--- config.mk ---
export PLATFORM = sky130hd
export DESIGN_NAME = sha384_control
export DESIGN_NICKNAME = d
export VERILOG_FILES = /design/src/rtl/sha384_pkg.sv /design/src/rtl/sha384_control.sv
export SDC_FILE = /design/constraint.sdc
export NUM_CORES = 1
export LEC_CHECK = 0
export BUFFER_PORTS_ARGS = -buffer_cell sky130_fd_sc_hd__buf_4
export CAP_MARGIN = 5
export CORE_AREA = 4 4 53 55
export DETAILED_ROUTE_END_ITERATION = 8
export DIE_AREA = 0 0 57 59
export GPL_ROUTABILITY_DRIVEN = 1
export PLACE_DENSITY = 0.79
export SLEW_MARGIN = 20
export SYNTH_ARGS = -nofsm -noshare
export SYNTH_HDL_FRONTEND = slang
export SYNTH_SLANG_ARGS = --single-unit
--- constraint.sdc ---
create_clock -name clock -period 1.8 [get_ports clock]
set_input_delay 0.09 -clock clock [delete_from_list [all_inputs] [get_ports clock]]
set_output_delay 0.09 -clock clock [all_outputs]
set_load 0.01 [all_outputs]
--- src/rtl/sha384_pkg.sv ---
// ----------------------------------------------------------------------------
// sha384_pkg
// Shared types, constants and the rotate function of the SHA-384 engine.
// ----------------------------------------------------------------------------
`default_nettype none
package sha384_pkg;

   localparam int ROUNDS = 80;

   typedef struct packed {
      logic [63:0] data_word;
      logic [3:0]  byte_count;
      logic        last_word;
   } req_type;

   typedef struct packed {
      logic [63:0] digest_word;
      logic [2:0]  word_index;
      logic        last_of_digest;
   } rsp_type;

   // word source for a schedule write
   typedef enum logic [2:0] {
      SRC_DATA,
      SRC_ZERO,
      SRC_MARK,
      SRC_LEN_HI,
      SRC_LEN_LO
   } src_type;

   typedef struct packed {
      logic       load_word;    // write one word into the window
      src_type    src;
      logic       start_block;  // copy chaining words into working vars
      logic       do_round;     // one compression round
      logic       finish_block; // add working vars into chain
      logic       reset_chain;  // return to initial values
      logic [2:0] out_index;
   } cmd_type;

   typedef struct packed {
      logic [3:0] words_in_block;
      logic [6:0] round_count;
   } sts_type;

   localparam logic [63:0] INIT_CHAIN [8] = '{
      64'hCBBB9D5DC1059ED8, 64'h629A292A367CD507, 64'h9159015A3070DD17,
      64'h152FECD8F70E5939, 64'h67332667FFC00B31, 64'h8EB44A8768581511,
      64'hDB0C2E0D64F98FA7, 64'h47B5481DBEFA4FA4
   };

   localparam logic [63:0] ROUND_K [80] = '{
      64'h428A2F98D728AE22, 64'h7137449123EF65CD, 64'hB5C0FBCFEC4D3B2F, 64'hE9B5DBA58189DBBC,
      64'h3956C25BF348B538, 64'h59F111F1B605D019, 64'h923F82A4AF194F9B, 64'hAB1C5ED5DA6D8118,
      64'hD807AA98A3030242, 64'h12835B0145706FBE, 64'h243185BE4EE4B28C, 64'h550C7DC3D5FFB4E2,
      64'h72BE5D74F27B896F, 64'h80DEB1FE3B1696B1, 64'h9BDC06A725C71235, 64'hC19BF174CF692694,
      64'hE49B69C19EF14AD2, 64'hEFBE4786384F25E3, 64'h0FC19DC68B8CD5B5, 64'h240CA1CC77AC9C65,
      64'h2DE92C6F592B0275, 64'h4A7484AA6EA6E483, 64'h5CB0A9DCBD41FBD4, 64'h76F988DA831153B5,
      64'h983E5152EE66DFAB, 64'hA831C66D2DB43210, 64'hB00327C898FB213F, 64'hBF597FC7BEEF0EE4,
      64'hC6E00BF33DA88FC2, 64'hD5A79147930AA725, 64'h06CA6351E003826F, 64'h142929670A0E6E70,
      64'h27B70A8546D22FFC, 64'h2E1B21385C26C926, 64'h4D2C6DFC5AC42AED, 64'h53380D139D95B3DF,
      64'h650A73548BAF63DE, 64'h766A0ABB3C77B2A8, 64'h81C2C92E47EDAEE6, 64'h92722C851482353B,
      64'hA2BFE8A14CF10364, 64'hA81A664BBC423001, 64'hC24B8B70D0F89791, 64'hC76C51A30654BE30,
      64'hD192E819D6EF5218, 64'hD69906245565A910, 64'hF40E35855771202A, 64'h106AA07032BBD1B8,
      64'h19A4C116B8D2D0C8, 64'h1E376C085141AB53, 64'h2748774CDF8EEB99, 64'h34B0BCB5E19B48A8,
      64'h391C0CB3C5C95A63, 64'h4ED8AA4AE3418ACB, 64'h5B9CCA4F7763E373, 64'h682E6FF3D6B2B8A3,
      64'h748F82EE5DEFB2FC, 64'h78A5636F43172F60, 64'h84C87814A1F0AB72, 64'h8CC702081A6439EC,
      64'h90BEFFFA23631E28, 64'hA4506CEBDE82BDE9, 64'hBEF9A3F7B2C67915, 64'hC67178F2E372532B,
      64'hCA273ECEEA26619C, 64'hD186B8C721C0C207, 64'hEADA7DD6CDE0EB1E, 64'hF57D4F7FEE6ED178,
      64'h06F067AA72176FBA, 64'h0A637DC5A2C898A6, 64'h113F9804BEF90DAE, 64'h1B710B35131C471B,
      64'h28DB77F523047D84, 64'h32CAAB7B40C72493, 64'h3C9EBE0A15C9BEBC, 64'h431D67C49C100D4C,
      64'h4CC5D4BECB3E42B6, 64'h597F299CFC657E2A, 64'h5FCB6FAB3AD6FAEC, 64'h6C44198C4A475817
   };

   function automatic logic [63:0] rotr(input logic [63:0] x, input int n);
      rotr = (x >> n) | (x << (64 - n));
   endfunction

endpackage
`default_nettype wire

--- src/rtl/sha384_control.sv ---
// ----------------------------------------------------------------------------
// sha384_control
// Sequencer: word intake, padding, round count and digest read-out.
// ----------------------------------------------------------------------------
`default_nettype none
module sha384_control
   import sha384_pkg::*;
(
   input  wire logic    clock,
   input  wire logic    reset,
   input  wire logic    req_valid,
   output logic         req_ready,
   input  wire req_type req_data,
   input  wire sts_type sts,
   output cmd_type      cmd,
   output logic         rsp_valid,
   input  wire logic    rsp_ready,
   output logic [2:0]   out_index
);

   typedef enum logic [2:0] {
      ST_IDLE, ST_START, ST_ROUND, ST_FINISH, ST_PAD, ST_OUT
   } state_type;

   state_type   state_ff, state_in;
   logic        pad_ff, pad_in;        // padding pending after this block
   logic        extra_ff, extra_in;    // 0x80 word still owed
   logic        hi_ff, hi_in;          // upper length word written
   logic [2:0]  idx_ff, idx_in;
   logic        full_last;
   // set once the length words are in: the block holding them ends the message
   logic        pad_done_ff, pad_done_in;

   assign req_ready = (state_ff == ST_IDLE);
   assign rsp_valid = (state_ff == ST_OUT);
   assign out_index = idx_ff;
   assign full_last = req_data.last_word &&
                      (req_data.byte_count == 4'd8 || req_data.byte_count > 4'd8);

   always_comb begin
      state_in = state_ff;
      pad_in   = pad_ff;
      extra_in = extra_ff;
      hi_in    = hi_ff;
      idx_in   = idx_ff;
      cmd      = '0;
      cmd.src  = SRC_DATA;
      cmd.out_index = idx_ff;
      unique case (state_ff)
         ST_IDLE: begin
            if (req_valid) begin
               cmd.load_word = 1'b1;
               pad_in   = req_data.last_word;
               extra_in = full_last;
               if (sts.words_in_block == 4'd15)
                  state_in = ST_START;
               else if (req_data.last_word)
                  state_in = ST_PAD;
            end
         end
         ST_PAD: begin
            cmd.load_word = 1'b1;
            if (extra_ff) begin
               cmd.src  = SRC_MARK;
               extra_in = 1'b0;
            end else if (sts.words_in_block == 4'd14) begin
               cmd.src = SRC_LEN_HI;
               hi_in   = 1'b1;
            end else if (sts.words_in_block == 4'd15 && hi_ff) begin
               cmd.src = SRC_LEN_LO;
               pad_in  = 1'b0;
               hi_in   = 1'b0;
            end else begin
               cmd.src = SRC_ZERO;
            end
            if (sts.words_in_block == 4'd15)
               state_in = ST_START;
         end
         ST_START: begin
            cmd.start_block = 1'b1;
            state_in = ST_ROUND;
         end
         ST_ROUND: begin
            cmd.do_round = 1'b1;
            if (sts.round_count == 7'(ROUNDS - 1))
               state_in = ST_FINISH;
         end
         ST_FINISH: begin
            cmd.finish_block = 1'b1;
            if (pad_ff || extra_ff)
               state_in = ST_PAD;
            else if (pad_done_ff)
               state_in = ST_OUT;
            else
               state_in = ST_IDLE;
         end
         ST_OUT: begin
            if (rsp_ready) begin
               idx_in = idx_ff + 3'd1;
               if (idx_ff == 3'd5) begin
                  idx_in = 3'd0;
                  cmd.reset_chain = 1'b1;
                  state_in = ST_IDLE;
               end
            end
         end
         default: state_in = ST_IDLE;
      endcase
   end

   always_comb begin
      pad_done_in = pad_done_ff;
      if (state_ff == ST_PAD && sts.words_in_block == 4'd15 && hi_ff)
         pad_done_in = 1'b1;
      if (state_ff == ST_OUT)
         pad_done_in = 1'b0;
   end

   always_ff @(posedge clock) begin
      if (reset) begin
         state_ff    <= ST_IDLE;
         pad_ff      <= 1'b0;
         extra_ff    <= 1'b0;
         hi_ff       <= 1'b0;
         idx_ff      <= 3'd0;
         pad_done_ff <= 1'b0;
      end else begin
         state_ff    <= state_in;
         pad_ff      <= pad_in;
         extra_ff    <= extra_in;
         hi_ff       <= hi_in;
         idx_ff      <= idx_in;
         pad_done_ff <= pad_done_in;
      end
   end

   a_one_side: assert property (@(posedge clock) disable iff (reset)
      !(req_ready && rsp_valid)) else $error("input and output open together");
   a_idx_range: assert property (@(posedge clock) disable iff (reset)
      idx_ff <= 3'd5) else $error("digest index out of range");
   a_round_entry: assert property (@(posedge clock) disable iff (reset)
      state_ff == ST_START |=> sts.round_count == 7'd0) else $error("round count not clear");
   a_out_idle: assert property (@(posedge clock) disable iff (reset)
      rsp_valid && rsp_ready && idx_ff == 3'd5 |=> req_ready) else $error("no return to idle");

endmodule
`default_nettype wire

# Word-level counts from Yosys, hierarchy flattened
# Index checks and enable logic that the tools add are counted.
dict set report op_classes {
  add_sub_neg 1
  n_mul 0
  div 0
  magnitude_cmp 1
  n_eq_ne 19
  n_shift 0
  muxes 31
  bitwise 1
  reduce_logical 15
}
# cell n
set op_table {}
lappend op_table {{$mux W3} 14}
lappend op_table {{$pmux W3 S6} 1}
lappend op_table {{$mux W1} 13}
lappend op_table {{$eq A4 B4 Y1 const B} 3}
lappend op_table {{$ne A2 B2 Y1 const B} 6}
lappend op_table {{$eq A3 B3 Y1 const B} 3}
lappend op_table {{$eq A7 B7 Y1 const B} 1}
lappend op_table {{$eq A3 B2 Y1 const B} 2}
lappend op_table {{$pmux W1 S2} 3}
lappend op_table {{$reduce_and A6 Y1} 1}
lappend op_table {{$reduce_and A5 Y1} 1}
lappend op_table {{$gt A4 B4 Y1 const B} 1}
lappend op_table {{$logic_and A1 B1 Y1} 4}
lappend op_table {{$ne A2 B1 Y1 const B} 2}
lappend op_table {{$reduce_and A2 Y1} 2}
lappend op_table {{$reduce_bool A2 Y1} 2}
lappend op_table {{$add A3 B1 Y3 const B} 1}
lappend op_table {{$eq A3 B1 Y1 const B} 1}
lappend op_table {{$logic_not A3 Y1} 1}
lappend op_table {{$ne A3 B1 Y1 const B} 1}
lappend op_table {{$reduce_and A3 Y1} 1}
lappend op_table {{$logic_or A1 B1 Y1} 2}
lappend op_table {{$reduce_or A2 Y1} 1}
lappend op_table {{$not A1 Y1} 1}
dict set report word_totals {
  register_bits 10
  latch_bits 0
  mem_bits_rw 0
  mem_bits_ro 0
  inputBits 84
  output_inout_bits 16
  wordCells 74
  n_memories 0
}

# Longest topological paths before layout
dict set report depth {
  depth_word 6
  depth_mapped 5
  depth_no_buf 4
}

# Worst setup path after synthesis
# No wires, ideal clock.
dict set report synth_path {
  path_type {register to register}
  start {reg state_ff[1]}
  end {reg state_ff[2]}
  setup_ps 140
  arrival_time_ps 1342
  required_ps 1660
  slack_ps 318
  stages_incl_launch_ff 6
  n_path_buf 1
  synth_period_minus_slack_ps 1482
  path_cell_list {dfxtp_1 > buf_2 > nor3b_1 > o21ai_0 > a31oi_1 > a311oi_1}
}
dict set report synth_via {
  elab_chain_cells 3
  word_cells_on_any_way 14
  cone_classes {eq/ne: 11; mux: 1; reduce/logical: 2}
}
# element line_no
set synth_lines {}
lappend synth_lines {{start: declaration} sha384_control.sv:25} ;# state_type state_ff, state_in;
lappend synth_lines {{start signal: assignment} sha384_control.sv:128} ;# state_ff <= state_in;
lappend synth_lines {{$eq A3 B2 Y1, or another cell as far along} sha384_control.sv:49} ;# unique case (state_ff)
lappend synth_lines {{$ne A2 B2 Y1 (no line), or another cell as far along} -}
lappend synth_lines {{$reduce_and A6 Y1 (no line)} -}
# Several ways; a longest one is shown, not always the timed one.
# A chain may end at the register's enable or synchronous reset.

==> metrics.md <==
| Metric | Value |
|---|---|
| Number of buffers added on ports | 32 |
| Die height | 59 um |
| Slew @ Worst Pin | 374 ps |
| Setup_tns | 0 ps |
| Clk slew on worst S/H paths | 70 ps |
| Largest net degree at the start of global routing | 12 |
| Share of cells above drive strength 1 | 0.351 |
| Grt ovf | 0 |
| Root Driver | clkbuf_4 |
| Post-Synth Simple-Gate Area | 0.375 |
| Crit Path Max Fanout | 9 |
| Total power | 536 uW |
| Adder-cell share of the synthesized area | 0 |
| Initial Utilization | 0.277 |
| Prevailing post-synth register cell | dfxtp_1 |
| Die area | 0.00336 mm^2 |
| TritonCTS clock tree | built |
| Initial DRC count | 31 |
| Number of gates resized after cts | 0 |
| Dpl ws | 228 ps |
| CP Launch Type | flip-flop |
| DR WL/cell | 13.4 um |
| Placed cells | 141 |
| Initial antenna violation count | 0 |
| Rel. slew slack | 0.748 |
| Vias/cell | 5.18 |
| Post-synthesis xor/xnor area fraction | 0.0265 |
| Std-Cell Rows | 18 |
| Die W | 57 um |
| Synth async-reset ratio | 0 |
| Netlist Area Pre-Place | 661 um^2 |
| Final WS setup | 131 ps |
| CP required | 1710 ps |
| Largest family of logic cells by synthesized area | simple AND/OR/NAND/NOR gates |
| Routed WL | 1.93 mm |
| Fill cell count | 252 |
| Post-route DRC | 0 |
| Worst clock skew | 8.33 ps |
| Max Slew Vio Count | 0 |
| First-pass GRT wire length | 3.04 mm |
| Seq cells post-synth | 10 |
| Hold Crit Class | primary input to flip-flop |
| Clock Tree Buf Depth | 2 |
| Final worst path period need | 1670 ps |
| Routed Antenna Nets | 0 |
| N_diodes | 0 |
| Distinct cells, synth | 33 |
| Multiplexer area fraction after synthesis | 0.0303 |
| Ports | 100 |
| CTS buffer count | 3 |
| Drt pass-1 iters | 4 |
| Detailed placer's ending HPWL | 1.47 mm |
| Power per cell area | 573 mW/mm^2 |
| Fmax | 599 MHz |
| Core area | 0.00239 mm^2 |
| Final core utilization | 0.392 |
| Crit end category | output port |
| Outcome | finished, final reports clean |
| Final period utilization | 0.927 |
| H-tree depth | 1 |
| Final Hold Fails | 0 |
| Total GRT Usage | 0.115 |
| Number of global-route vias before repair | 716 |
| YS warnings | 0 |
| FF+latch area | 200 um^2 |
| Final GP Congestion | 0.868 |
| Fin cells | 144 |
| Multi-input combinational cell area | 404 um^2 |
| RSZ-0062 raised after global routing | false |
| # clock sinks | 10 |
| Post-synth EDFFs | 0 |
| Sequential fraction of the synthesis area | 0.303 |
| Max capacitance violation total | 0 |
| Crit path kind | flip-flop to output port |
| WP data arrival | 1580 ps |
| Area Growth Syn to Fin | 41.5% |
| Pleak | 0.391 nW |
| Routed vias | 746 |
| Synth Area in Compound Gates | 0.180 |
| Hold buffer count at cts | 0 |
| Post-synthesis net count | 169 |
| Setup bufs post-CTS | 0 |
| Final setup fails | 0 |
| Synth Area per Inst | 7.77 um^2 |
| Clk Latency, worst-skew pair | 260 ps |
| Syn Inst Count | 85 |
| Worst vdd ir | 0.303 mV |
| NumNets Final | 200 |
cell usage after synthesis, types with 3 or more instances:
cell,count,area [um^2]
dfxtp_1,10,200
nor2_1,9,33.8
a21oi_1,6,30.0
nor3_1,6,30.0
nand2_1,4,15.0
a31oi_1,3,18.8
buf_2,3,15.0
buf_4,3,22.5
clkbuf_1,3,11.3
nand3_1,3,15.0
o21ai_0,3,15.0
per-stage QoR:
step	area [um^2]	hold WS, ps
floorplan	661	271
global placement	912	355
detailed placement	912	363
CTS	935	88.8
global route	935	85.3
finish	935	96.2
cell usage in the layout, fill, tap and decap left out, types with 3 or more instances in the layout:
cell type  netlist  layout
nand3_1          3       3
buf_4            3      35
nand2_1          4       4
dfxtp_1         10      10
clkbuf_4         0       3
a21oi_1          6       6
nor3_1           6       6
nor2_1           9       9
o21ai_0          3       3
a31oi_1          3       3
metal layers:
layer	wire length (um)	vias to the layer above	global-route usage	share of wire
li1	-	370	-	-
met1	844	339	0.123	0.44
met2	911	35	0.201	0.47
met3	165	2	0.0414	0.086
met4	8	0	0.0530	0.0041
met5	0	-	0	0
layout make-up:
class                           instances  area share
Sequential cell                        10       0.214
Inverter                                2     0.00803
Clock buffer                            3      0.0241
Multi-Input combinational cell         64       0.432
Timing Repair Buffer                   35       0.281
Tap cell                               30      0.0402
worst paths after layout:
path | to | slack [ps] | depth (start not counted) | from
hold / removal | state_ff[1]$_SDFFE_PP0P_ | 100 | 2 | reset
setup / recovery | cmd[9] | 130 | 3 | state_ff[2]$_SDFFE_PP0P_
hold reg to reg | hi_ff$_SDFFE_PP0P_ | 490 | 2 | hi_ff$_SDFFE_PP0P_
setup reg to reg | state_ff[0]$_SDFFE_PP0P_ | 190 | 4 | state_ff[0]$_SDFFE_PP0P_
flip-flops by register name, summed over array words and instances, names as in the netlist:
name / cells
hi_ff: 1
pad_done_ff: 1
out_index: 3
pad_ff: 1
state_ff: 3
extra_ff: 1
logic make-up after synthesis:
family / Yosys count
and+or+nand+nor: 41
AOI/OAI and AO/OA: 19
buffers and inverters: 11
DFF: 10
xor gates and xnor gates: 2
muxes: 2
power breakdown:
part / switching, mW / internal, mW / leakage [nW]
registers: 0.0177 / 0.230 / 0.0811
clock network: 0.0712 / 0.0769 / 0.0138
logic: 0.0615 / 0.0781 / 0.296
critical path, stage by stage (launching register included):
cell	delay [ps]
dfxtp_1	480
or3b_4	450
nor3_1	220
buf_4	160
(Power assumes the default switching activity.)
